`src/rtl/sha256_byte_stream_hasher_macros.svh`:
```
// Assertion helpers for the SHA-256 hasher
`ifndef SHA256_BYTE_STREAM_HASHER_MACROS_SVH
`define SHA256_BYTE_STREAM_HASHER_MACROS_SVH

// Implication check on the rising edge, off while reset is held
`define SHA_ASSERT_IMP(label, ante, cons) \
    label: assert property (@(posedge clk) disable iff (!rst_n) (ante) |-> (cons)) \
        else $error("assertion failed");

// Next-cycle implication check
`define SHA_ASSERT_NEXT(label, ante, cons) \
    label: assert property (@(posedge clk) disable iff (!rst_n) (ante) |=> (cons)) \
        else $error("assertion failed");

`endif

```
`src/rtl/sha_pkg.sv`:
```
`timescale 1ns / 1ps
package sha_pkg;

    localparam int BlockBytes = 64;
    localparam int LenBytePos = 56;
    localparam int Rounds     = 64;
    localparam logic [7:0] PadByte = 8'h80;

    typedef logic [31:0] word_t;

    typedef struct packed {
        logic [7:0] data_byte;
        logic       has_byte;
        logic       end_of_message;
    } in_word_t;

    typedef struct packed {
        word_t      digest_word;
        logic [2:0] word_index;
        logic       last_word;
    } out_word_t;

    function automatic word_t round_const(input logic [5:0] idx);
        word_t k;
        case (idx)
            6'd0:  k = 32'h428a2f98; 6'd1:  k = 32'h71374491;
            6'd2:  k = 32'hb5c0fbcf; 6'd3:  k = 32'he9b5dba5;
            6'd4:  k = 32'h3956c25b; 6'd5:  k = 32'h59f111f1;
            6'd6:  k = 32'h923f82a4; 6'd7:  k = 32'hab1c5ed5;
            6'd8:  k = 32'hd807aa98; 6'd9:  k = 32'h12835b01;
            6'd10: k = 32'h243185be; 6'd11: k = 32'h550c7dc3;
            6'd12: k = 32'h72be5d74; 6'd13: k = 32'h80deb1fe;
            6'd14: k = 32'h9bdc06a7; 6'd15: k = 32'hc19bf174;
            6'd16: k = 32'he49b69c1; 6'd17: k = 32'hefbe4786;
            6'd18: k = 32'h0fc19dc6; 6'd19: k = 32'h240ca1cc;
            6'd20: k = 32'h2de92c6f; 6'd21: k = 32'h4a7484aa;
            6'd22: k = 32'h5cb0a9dc; 6'd23: k = 32'h76f988da;
            6'd24: k = 32'h983e5152; 6'd25: k = 32'ha831c66d;
            6'd26: k = 32'hb00327c8; 6'd27: k = 32'hbf597fc7;
            6'd28: k = 32'hc6e00bf3; 6'd29: k = 32'hd5a79147;
            6'd30: k = 32'h06ca6351; 6'd31: k = 32'h14292967;
            6'd32: k = 32'h27b70a85; 6'd33: k = 32'h2e1b2138;
            6'd34: k = 32'h4d2c6dfc; 6'd35: k = 32'h53380d13;
            6'd36: k = 32'h650a7354; 6'd37: k = 32'h766a0abb;
            6'd38: k = 32'h81c2c92e; 6'd39: k = 32'h92722c85;
            6'd40: k = 32'ha2bfe8a1; 6'd41: k = 32'ha81a664b;
            6'd42: k = 32'hc24b8b70; 6'd43: k = 32'hc76c51a3;
            6'd44: k = 32'hd192e819; 6'd45: k = 32'hd6990624;
            6'd46: k = 32'hf40e3585; 6'd47: k = 32'h106aa070;
            6'd48: k = 32'h19a4c116; 6'd49: k = 32'h1e376c08;
            6'd50: k = 32'h2748774c; 6'd51: k = 32'h34b0bcb5;
            6'd52: k = 32'h391c0cb3; 6'd53: k = 32'h4ed8aa4a;
            6'd54: k = 32'h5b9cca4f; 6'd55: k = 32'h682e6ff3;
            6'd56: k = 32'h748f82ee; 6'd57: k = 32'h78a5636f;
            6'd58: k = 32'h84c87814; 6'd59: k = 32'h8cc70208;
            6'd60: k = 32'h90befffa; 6'd61: k = 32'ha4506ceb;
            6'd62: k = 32'hbef9a3f7; default: k = 32'hc67178f2;
        endcase
        return k;
    endfunction

    function automatic word_t init_hash(input logic [2:0] idx);
        word_t h;
        case (idx)
            3'd0: h = 32'h6a09e667; 3'd1: h = 32'hbb67ae85;
            3'd2: h = 32'h3c6ef372; 3'd3: h = 32'ha54ff53a;
            3'd4: h = 32'h510e527f; 3'd5: h = 32'h9b05688c;
            3'd6: h = 32'h1f83d9ab; default: h = 32'h5be0cd19;
        endcase
        return h;
    endfunction

    function automatic word_t rotr(input word_t v, input int s);
        return (v >> s) | (v << (32 - s));
    endfunction

endpackage

```
`src/rtl/sha_in_if.sv`:
```
`timescale 1ns / 1ps
interface sha_in_if;
    import sha_pkg::*;
    logic     valid;
    logic     ready;
    in_word_t payload;
    modport source (output valid, output payload, input ready);
    modport sink (input valid, input payload, output ready);
endinterface

```
`src/rtl/sha_out_if.sv`:
```
`timescale 1ns / 1ps
interface sha_out_if;
    import sha_pkg::*;
    logic      valid;
    logic      ready;
    out_word_t payload;
    modport source (output valid, output payload, input ready);
    modport sink (input valid, input payload, output ready);
endinterface

```
`src/rtl/sha256_byte_stream_hasher.sv`:
```
// A byte that fills no block is written into the buffer; a byte that fills a block also
//   starts the compression rounds, then a fold into the hash words.
// End of message: padding one byte per cycle between compressions (up to 72 bytes), 1 or 2
//   blocks compressed, then eight digest words, one per cycle as the sink takes them.
// Throughput: one round per cycle in the shared round unit; no byte taken while busy.
// Reset (rst_n, async, active low) loads the initial hash and clears count and length.
`timescale 1ns / 1ps
module sha256_byte_stream_hasher (
    input  logic  clk,
    input  logic  rst_n,
    sha_in_if.sink    in_ch,
    sha_out_if.source out_ch
);
    import sha_pkg::*;
    `include "sha256_byte_stream_hasher_macros.svh"

    // Sequencer states
    localparam logic [2:0] ST_IDLE  = 3'd0;  // waiting for a word
    localparam logic [2:0] ST_ROUND = 3'd1;  // 64 compression rounds
    localparam logic [2:0] ST_FOLD  = 3'd2;  // add working vars into hash
    localparam logic [2:0] ST_PAD   = 3'd3;  // append pad / length bytes
    localparam logic [2:0] ST_EMIT  = 3'd4;  // present digest words

    logic [2:0]  state_reg, state_next;
    word_t       hash_reg [8];
    // Block buffer held as 16 schedule words; shifts as rounds consume it
    word_t       w_reg [16];
    logic [5:0]  fill_reg;
    logic [60:0] len_reg;
    logic [5:0]  round_reg;
    word_t       a_reg, b_reg, c_reg, d_reg, e_reg, f_reg, g_reg, h_reg;
    logic        closing_reg;  // compression is part of the padding
    logic [63:0] bits_reg;     // latched bit length for the trailer
    logic [2:0]  emit_reg;

    // Trailer written once a block ends with the length bytes
    logic bits_done_reg;
    logic bits_done;
    assign bits_done = bits_done_reg;

    // Current padding block is the one that carries the length trailer
    logic len_ok_reg;

    // Byte written into the buffer this cycle
    logic        wr_en;
    logic [7:0]  wr_byte;
    logic        accept;

    assign accept       = in_ch.valid && in_ch.ready;
    assign in_ch.ready  = (state_reg == ST_IDLE);

    // Padding byte: 0x80 first, zeros until 56 of the trailer block, then length big-endian
    logic [7:0] pad_byte;
    logic       pad_first_reg;
    always_comb
    begin
        if (pad_first_reg)
        begin
            pad_byte = PadByte;
        end
        else if (len_ok_reg && fill_reg >= 6'(LenBytePos))
        begin
            pad_byte = bits_reg[8*(7 - (fill_reg[2:0])) +: 8];
        end
        else
        begin
            pad_byte = 8'h00;
        end
    end

    always_comb
    begin
        wr_en   = 1'b0;
        wr_byte = in_ch.payload.data_byte;
        if (state_reg == ST_IDLE && accept && in_ch.payload.has_byte)
        begin
            wr_en = 1'b1;
        end
        else if (state_reg == ST_PAD)
        begin
            wr_en   = 1'b1;
            wr_byte = pad_byte;
        end
    end

    // Shared round unit
    word_t s1, ch, t1, s0, mj, t2, ws0, ws1, w_new;
    always_comb
    begin
        s1    = rotr(e_reg, 6) ^ rotr(e_reg, 11) ^ rotr(e_reg, 25);
        ch    = (e_reg & f_reg) ^ (~e_reg & g_reg);
        t1    = h_reg + s1 + ch + round_const(round_reg) + w_reg[0];
        s0    = rotr(a_reg, 2) ^ rotr(a_reg, 13) ^ rotr(a_reg, 22);
        mj    = (a_reg & b_reg) ^ (a_reg & c_reg) ^ (b_reg & c_reg);
        t2    = s0 + mj;
        ws0   = rotr(w_reg[1], 7) ^ rotr(w_reg[1], 18) ^ (w_reg[1] >> 3);
        ws1   = rotr(w_reg[14], 17) ^ rotr(w_reg[14], 19) ^ (w_reg[14] >> 10);
        w_new = w_reg[0] + ws0 + w_reg[9] + ws1;
    end

    logic block_full;
    assign block_full = wr_en && (fill_reg == 6'(BlockBytes - 1));

    always_comb
    begin
        state_next = state_reg;
        case (state_reg)
            ST_IDLE:
            begin
                if (accept)
                begin
                    if (block_full)
                    begin
                        state_next = ST_ROUND;
                    end
                    else if (in_ch.payload.end_of_message)
                    begin
                        state_next = ST_PAD;
                    end
                end
            end
            ST_ROUND:
            begin
                if (round_reg == 6'(Rounds - 1))
                begin
                    state_next = ST_FOLD;
                end
            end
            ST_FOLD:
            begin
                if (closing_reg)
                begin
                    state_next = (fill_reg == 6'd0 && !pad_first_reg && bits_done)
                        ? ST_EMIT : ST_PAD;
                end
                else
                begin
                    state_next = ST_IDLE;
                end
            end
            ST_PAD:
            begin
                if (block_full)
                begin
                    state_next = ST_ROUND;
                end
            end
            ST_EMIT:
            begin
                if (out_ch.ready && emit_reg == 3'd7)
                begin
                    state_next = ST_IDLE;
                end
            end
            default: state_next = ST_IDLE;
        endcase
    end

    always_ff @(posedge clk or negedge rst_n)
    begin
        if (!rst_n)
        begin
            state_reg     <= ST_IDLE;
            fill_reg      <= '0;
            len_reg       <= '0;
            round_reg     <= '0;
            closing_reg   <= 1'b0;
            pad_first_reg <= 1'b0;
            bits_done_reg <= 1'b0;
            len_ok_reg    <= 1'b0;
            emit_reg      <= '0;
            for (int i = 0; i < 8; i++)
            begin
                hash_reg[i] <= init_hash(3'(i));
            end
        end
        else
        begin
            state_reg <= state_next;
            if (wr_en)
            begin
                fill_reg <= fill_reg + 6'd1;
            end
            if (state_reg == ST_IDLE && accept)
            begin
                if (in_ch.payload.has_byte)
                begin
                    len_reg <= len_reg + 61'd1;
                end
                if (in_ch.payload.end_of_message)
                begin
                    closing_reg   <= 1'b1;
                    pad_first_reg <= 1'b1;
                    bits_done_reg <= 1'b0;
                    // 0x80 lands before byte 56: trailer fits in this block
                    len_ok_reg    <= ((fill_reg + {5'd0, in_ch.payload.has_byte})
                                      < 6'(LenBytePos));
                end
            end
            if (state_reg == ST_PAD)
            begin
                pad_first_reg <= 1'b0;
                if (fill_reg == 6'(BlockBytes - 1))
                begin
                    bits_done_reg <= len_ok_reg;
                    len_ok_reg    <= 1'b1;
                end
            end
            if (state_reg == ST_ROUND)
            begin
                round_reg <= round_reg + 6'd1;
            end
            if (state_reg == ST_FOLD)
            begin
                hash_reg[0] <= hash_reg[0] + a_reg;
                hash_reg[1] <= hash_reg[1] + b_reg;
                hash_reg[2] <= hash_reg[2] + c_reg;
                hash_reg[3] <= hash_reg[3] + d_reg;
                hash_reg[4] <= hash_reg[4] + e_reg;
                hash_reg[5] <= hash_reg[5] + f_reg;
                hash_reg[6] <= hash_reg[6] + g_reg;
                hash_reg[7] <= hash_reg[7] + h_reg;
            end
            if (state_reg == ST_EMIT && out_ch.ready)
            begin
                emit_reg <= emit_reg + 3'd1;
                if (emit_reg == 3'd7)
                begin
                    // Fresh message state
                    closing_reg <= 1'b0;
                    len_reg     <= '0;
                    fill_reg    <= '0;
                    for (int i = 0; i < 8; i++)
                    begin
                        hash_reg[i] <= init_hash(3'(i));
                    end
                end
            end
        end
    end

    // Datapath registers, no reset
    always_ff @(posedge clk)
    begin
        if (state_reg == ST_IDLE && accept && in_ch.payload.end_of_message)
        begin
            // Length including this word's byte, times eight
            bits_reg <= {len_reg + 61'(in_ch.payload.has_byte), 3'b000};
        end
        if (wr_en)
        begin
            w_reg[fill_reg[5:2]][8*(3 - fill_reg[1:0]) +: 8] <= wr_byte;
        end
        if (block_full)
        begin
            a_reg <= hash_reg[0]; b_reg <= hash_reg[1];
            c_reg <= hash_reg[2]; d_reg <= hash_reg[3];
            e_reg <= hash_reg[4]; f_reg <= hash_reg[5];
            g_reg <= hash_reg[6]; h_reg <= hash_reg[7];
        end
        if (state_reg == ST_ROUND)
        begin
            h_reg <= g_reg; g_reg <= f_reg; f_reg <= e_reg;
            e_reg <= d_reg + t1;
            d_reg <= c_reg; c_reg <= b_reg; b_reg <= a_reg;
            a_reg <= t1 + t2;
            for (int i = 0; i < 15; i++)
            begin
                w_reg[i] <= w_reg[i + 1];
            end
            w_reg[15] <= w_new;
        end
    end

    assign out_ch.valid               = (state_reg == ST_EMIT);
    assign out_ch.payload.digest_word = hash_reg[emit_reg];
    assign out_ch.payload.word_index  = emit_reg;
    assign out_ch.payload.last_word   = (emit_reg == 3'd7);

    `SHA_ASSERT_IMP(a_ready_idle, in_ch.ready, !out_ch.valid)
    `SHA_ASSERT_NEXT(a_round_to_fold, state_reg == ST_ROUND && round_reg == 6'(Rounds - 1),
        state_reg == ST_FOLD)
    `SHA_ASSERT_IMP(a_emit_closing, out_ch.valid, closing_reg && fill_reg == 6'd0)
    `SHA_ASSERT_NEXT(a_last_wraps, out_ch.valid && out_ch.ready && out_ch.payload.last_word,
        in_ch.ready)

endmodule

```
`src/flat_wrapper.sv`:
```
// flat-port wrapper written by rule: the top's interface ports become plain ports
module sha256_byte_stream_hasher_flat import sha_pkg::*;
  (clk, rst_n, in_ch_valid, in_ch_payload, in_ch_ready, out_ch_valid, out_ch_payload, out_ch_ready);
  sha_in_if in_ch_i ();
  sha_out_if out_ch_i ();
  input  logic clk;
  input  logic rst_n;
  input wire logic [$bits(in_ch_i.valid)-1:0] in_ch_valid;
  input wire logic [$bits(in_ch_i.payload)-1:0] in_ch_payload;
  output wire logic [$bits(in_ch_i.ready)-1:0] in_ch_ready;
  output wire logic [$bits(out_ch_i.valid)-1:0] out_ch_valid;
  output wire logic [$bits(out_ch_i.payload)-1:0] out_ch_payload;
  input wire logic [$bits(out_ch_i.ready)-1:0] out_ch_ready;
  assign in_ch_i.valid = in_ch_valid;
  assign in_ch_i.payload = in_ch_payload;
  assign in_ch_ready = in_ch_i.ready;
  assign out_ch_valid = out_ch_i.valid;
  assign out_ch_payload = out_ch_i.payload;
  assign out_ch_i.ready = out_ch_ready;
  sha256_byte_stream_hasher u_core (.clk(clk), .rst_n(rst_n), .in_ch(in_ch_i), .out_ch(out_ch_i));
endmodule
```
`config.mk`:
```
export PLATFORM = sky130hd
export DESIGN_NAME = sha256_byte_stream_hasher_flat
export DESIGN_NICKNAME = d
export VERILOG_FILES = /design/src/rtl/sha_pkg.sv /design/src/rtl/sha_in_if.sv /design/src/rtl/sha_out_if.sv /design/src/rtl/sha256_byte_stream_hasher.sv /design/src/flat_wrapper.sv
export VERILOG_INCLUDE_DIRS = /design/src /design/src/rtl
export SDC_FILE = /design/constraint.sdc
export NUM_CORES = 2
export LEC_CHECK = 0
export ABC_AREA = 1
export BUFFER_PORTS_ARGS = -buffer_cell sky130_fd_sc_hd__buf_2
export CORE_ASPECT_RATIO = 0.9
export CORE_MARGIN = 2
export CORE_UTILIZATION = 36
export CTS_CLUSTER_SIZE = 8
export DETAILED_ROUTE_END_ITERATION = 8
export SYNTH_ARGS = -nofsm -noshare
export SYNTH_HDL_FRONTEND = slang
export SYNTH_SLANG_ARGS = --single-unit
export TNS_END_PERCENT = 20
```
`constraint.sdc`:
```
create_clock -name clk -period 43.2 [get_ports clk]
set_input_delay 2.16 -clock clk [delete_from_list [all_inputs] [get_ports clk]]
set_output_delay 2.16 -clock clk [all_outputs]
set_load 0.03 [all_outputs]
```
* Word-level counts from Yosys, hierarchy flattened *
Memory sizes are Yosys's and may differ from the RTL's.
Cells that the tools add are included.

word-level totals
  register bits = 656
  bits in writable memories = 512
  bits in read-only memories = 2,048
  memories = 2

memory list
  memory           words  bits a word  read ports  clocked after memory_dff  wr ports  line                             RTL
  (no name shown)  64     32           1           0                         0         sha_pkg.sv:25                    case (idx)
  u_core.w_reg     16     32           16          0                         16        sha256_byte_stream_hasher.sv:27  word_t w_reg [16];

cells by class
  mux-type cells = 66
  eq/ne operators = 12
  shift-type cells = 3
  add/subtract/negate cells = 27
  bitwise logic cells = 28
  $lt $le $gt $ge = 3
  reduce and logical (&&, ||, !) cells = 19

operators by type and width
  cell                                                                      number
  256-bit two-way mux                                                       3
  32-bit two-way mux                                                        21
  32-bit adder                                                              18
  32-bit bitwise XOR                                                        9
  61-bit two-way mux                                                        4
  32-bit AND                                                                5
  32-bit binary-select mux with 3-bit select                                1
  64-bit by 33-bit variable part select with 8-bit output                   1
  61-bit by 1-bit adder with 61-bit output                                  1
  61-bit by 1-bit adder with 61-bit output (second input constant)          1
  32-bit negator with 34-bit output                                         1
  8-bit by 34-bit variable shift with 32-bit output (first input constant)  1
  8-bit by 34-bit variable part select with 32-bit output                   1
  8-bit two-way mux                                                         4
  32-bit inverter                                                           1
  10-bit by 32-bit bitwise OR with 32-bit output                            1
  13-bit by 32-bit bitwise OR with 32-bit output                            1
  14-bit by 32-bit bitwise OR with 32-bit output                            1
  15-bit by 32-bit bitwise OR with 32-bit output                            1
  19-bit by 32-bit bitwise OR with 32-bit output                            1
  21-bit by 32-bit bitwise OR with 32-bit output                            1
  25-bit by 32-bit bitwise OR with 32-bit output                            1
  26-bit by 32-bit bitwise OR with 32-bit output                            1
  30-bit by 32-bit bitwise OR with 32-bit output                            1
  other kinds (32)                                                          77

* Longest topological paths before layout *
  depth after elaboration = 9
  mapped depth = 46

* Worst setup path before layout *
OpenSTA, ideal clock, no wires.

  kind = input to register
  start = input in_ch_valid
  end = register u_core.a_reg[0], enable pin
  stages on the path = 6
  buffers on the path = 0
  data arrival time = 20.565 ns
  data required time = 41.973 ns
  path slack = 21.408 ns
  cells stage by stage = inv_1 nor2_4 nand2_1 nand2_2 nand2_1 o21ai_0

on the way
  longest elaborated chain between the ends = 6

ends and longest elaborated chain
  what                             line                              RTL
  from (decl)                      flat_wrapper.sv:8                 input wire logic [$bits(in_ch_i.valid)-1:0] in_ch_valid;
  1-bit logical AND                sha256_byte_stream_hasher.sv:49   assign accept = in_ch.valid && in_ch.ready;
  1-bit logical AND (2 in series)  sha256_byte_stream_hasher.sv:75   if (state_reg == ST_IDLE && accept && in_ch.payload.has_byte)
  1-bit two-way mux                sha256_byte_stream_hasher.sv:75
  1-bit logical AND                sha256_byte_stream_hasher.sv:102  assign block_full = wr_en && (fill_reg == 6'(BlockBytes - 1));
  2-bit nonzero test (no line)     n/a
  to (signal assigned)             sha256_byte_stream_hasher.sv:256  a_reg <= hash_reg[0]; b_reg <= hash_reg[1];
  to (signal assigned)             sha256_byte_stream_hasher.sv:266  a_reg <= t1 + t2;
  to (decl)                        sha256_byte_stream_hasher.sv:31   word_t a_reg, b_reg, c_reg, d_reg, e_reg, f_reg, g_reg, h_reg;

No other way between the ends.
A chain may end at the register's enable or synchronous reset.

* Worst setup path in the final report *
  start = register u_core.round_reg[2]
  end = register u_core.a_reg[30] (data pin)

on the way
  longest elaborated chain between the ends = 5

ends and longest elaborated chain
  what                        line                              RTL
  from (decl)                 sha256_byte_stream_hasher.sv:30   logic [5:0] round_reg;
  from (signal assigned)      sha256_byte_stream_hasher.sv:211  round_reg <= round_reg + 6'd1;
  memory 64 x 32 bit          n/a
  32-bit adder (2 in series)  sha256_byte_stream_hasher.sv:92   t1 = h_reg + s1 + ch + round_const(round_reg) + w_reg[0];
  32-bit adder                sha256_byte_stream_hasher.sv:266
  32-bit two-way mux          sha256_byte_stream_hasher.sv:261  if (state_reg == ST_ROUND)

No other way between the ends.

==> summary.md <==
| Metric | Value |
|---|---|
| Die width | a little over 500 um |
| Sequential cell area fraction in the yosys report | 0.395 |
| Max Buffers Root-to-Sink | 4 |
| Post-DP HPWL | between 200,000 and 300,000 um |
| Clock Sinks | approximately 1,200 |
| Setup violators final | 0 |
| Via count | 80,000 |
| Routability congestion estimate | slightly above 1 |
| Hold EP | u_core.w_reg[3][17] |
| Pin count of the biggest net entering global routing | roughly 180 |
| CP Class | reg -> reg |
| Max incr delay on CP | approximately 0.9 ns |
| Crit share post-route | 0.225 |
| Placed Cells | 13,900 |
| H-tree levels | 4 |
| Row Count | roughly 170 |
| Worst Skew | approximately 0.076 ns |
| CTS Hold Bufs | 0 |
| Die ar. | about 240,000 um2 |
| Clock latency on the worst-skew pair | between 0.8 and 0.9 ns |
| Finished Cell Area | approximately 93,000 um2 |
| Status | finished clean |
| GR Util All Layers | 0.296 |
| Async set or reset register ratio after synthesis | 0.290 |
| Critical Path RT | ~44 ns |
| Worst R2R Path Depth | 30 |
| Inserted Clock Buffers | 177 |
| Worst path slowest cell | clkinv_1 |
| Post-synth EDFFs | approximately 830 |
| Fin crit period | approximately 10 ns |
| Most used cell, CP | nand2_1 |
| Routed vias/inst | about 5.6 |
| Die Span Y | approximately 460 um |
| Initial antenna violation count | 22 |
| Initial core utilization | 0.361 |
| Post-CTS Setup Bufs | 0 |
| Most common cell after layout, fill and taps aside | nand2_1 |
| Final std cells w/o fill | between 10,000 and 15,000 |
| FF-to-FF End | u_core.a_reg[30] |
| IO Port Bufs | ~50 |
| Hold crit path type | reg -> reg |
| Filler cell count | approximately 24,000 |
| Iter 0 DRT Violations | slightly above 10,000 |
| CP Launch Type | flop |
| R2r setup slk | 33.46 ns |
| Hold path start | u_core.w_reg[4][17] |
| Reg2reg start | u_core.round_reg[2] |
| Mean Syn Cell Area | 7.69 um2 |
| Multi-input gate area | roughly 45,000 um2 |
| Crit end category | flop |
| Pins Over Slew Limit | 0 |
| Vias in the first global route | 74,700 |
| RSZ-0062 raised after global routing | false |
| Util after Layout | 0.396 |
| Post-Syn Area | 84,900 um2 |
| Register bit total from synthesis | 1,168 |
| Grt ovf | 0 |
| Reg area | roughly 34,000 um2 |
| Wire length per cell | approximately 26 um |
| Resized Gates After CTS | 0 |
| Rel. slew slack | 0.113 |
| # IOs | 52 |
| Nets | about 12,000 |
| DRC violations left | 0 |
| Max reg flops | just over 500 |
| CP arrival | between 10 and 15 ns |
| Worst Tran Pin Value | ~1.3 ns |
| Worst-path clk slew | 0.06 ns |
| Layout area overhead | 9.75% |
| Hold Path Depth | 2 |
| Fraction of layout cells with a size suffix above 1 | 0.0487 |
| Post-synth top flop | edfxtp_1 |
| First-pass GRT wire length | between 500,000 and 600,000 um |
| Fmax | about 100 MHz |
| CTS tree | yes |
| Setup TNS | 0 ns |
| CP Max Fanout | 25 |
| Net count after synthesis | ~12,000 |
| Root Buffer | clkbuf_16 |
| Yosys warnings | 0 |
| Unique cell type count in the Yosys netlist | 67 |
| Max Cap Viol | 0 |
| Syn Inst Count | between 10,000 and 15,000 |
| Routed Antenna Nets | 0 |
| Most frequent cells in the layout | nand2_1, inv_1, o21ai_0 |
| Fin. Hold Viols | 0 |
| Core Region | 235,000 um2 |
| Total wire length | 364,000 um |
| Drt pass-1 iters | 9 |
| Placed inst area | approximately 88,000 um2 |
## synthesized netlist by cell type (25+ instances only)
| master | count | area share |
|---|---|---|
| nand2_1 | 3181 | 0.14 |
| inv_1 | 1319 | 0.058 |
| o21ai_0 | 941 | 0.055 |
| nor2_1 | 889 | 0.039 |
| edfxtp_1 | 829 | 0.29 |
| a21oi_1 | 738 | 0.044 |
| nand3_1 | 532 | 0.031 |
| ha_1 | 402 | 0.059 |
| clkbuf_1 | 335 | 0.015 |
| xor2_1 | 252 | 0.026 |
| dfrtp_1 | 203 | 0.060 |
| fa_1 | 195 | 0.046 |
| xnor2_1 | 167 | 0.017 |
| dfstp_2 | 136 | 0.042 |
| nand4_1 | 126 | 0.0093 |
| nor3_1 | 109 | 0.0064 |
| o211ai_1 | 103 | 0.0091 |
| o21bai_1 | 70 | 0.0062 |
| a31oi_1 | 52 | 0.0038 |
| buf_2 | 49 | 0.0029 |
| a21o_1 | 48 | 0.0042 |
| o21a_1 | 44 | 0.0039 |
| buf_1 | 39 | 0.0017 |
| nand3b_1 | 38 | 0.0034 |
| a21boi_0 | 27 | 0.0024 |
| o22ai_1 | 25 | 0.0018 |
## routing by layer
metal	GRT usage	routed length, um	up-vias
met4	0.113	16000	32
met2	0.426	150000	4233
li1	-	-	36200
met3	0.0745	39700	726
met1	0.423	158000	38800
met5	0	332	-
## stage by stage
step,setup WS [ns],hold WS [ns]
floorplan,21.41,0.451
global placement,33.57,0.467
detailed placement,33.82,0.489
CTS,33.73,0.479
global route,33.07,0.482
finish,33.46,0.475
## logic make-up (layout without fill, tap and decap cells)
group,count (synthesis),count (layout),share of synthesized area
buffers and inverters,1762,1747,0.0790
AOI/OAI and AO/OA,2131,2131,0.139
DFF,1168,1168,0.395
and+or+nand+nor,4954,4954,0.237
other,0,4,0
adders and majority gates,609,609,0.107
xor gates and xnor gates,419,419,0.0432
## cell type report
type	instances	share of cell area
antenna	4	0.000107
clock buffer	277	0.0529
clock inverter	12	0.00188
inverter	1333	0.0540
multi-input combinational	8113	0.480
sequential	1168	0.360
tap	3163	0.0425
timing repair buffer	125	0.00889
## how the worst max path moves through the flow
stage | from | end | depth (start not counted)
2_1_floorplan | in_ch_valid | u_core.a_reg[0] | 6
3_3_place_gp | u_core.round_reg[2] | u_core.a_reg[30] | 28
3_5_place_dp | u_core.round_reg[2] | u_core.a_reg[30] | 30
4_1_cts | u_core.round_reg[2] | u_core.a_reg[30] | 30
5_1_grt | u_core.round_reg[2] | u_core.a_reg[30] | 30
6_report | u_core.round_reg[2] | u_core.a_reg[30] | 30
## critical path: cells and delay by family (launching register included)
family          cells  cell delay, ns
xor+xnor            1            0.49
simple gates       11            2.53
flops               1            0.57
fa+ha+maj           6            2.81
compound gates      8            1.79
buf+inv             4            1.23
Power is not shown: default switching activity piles up to over one toggle a cycle in this logic, so the estimate is an artifact.
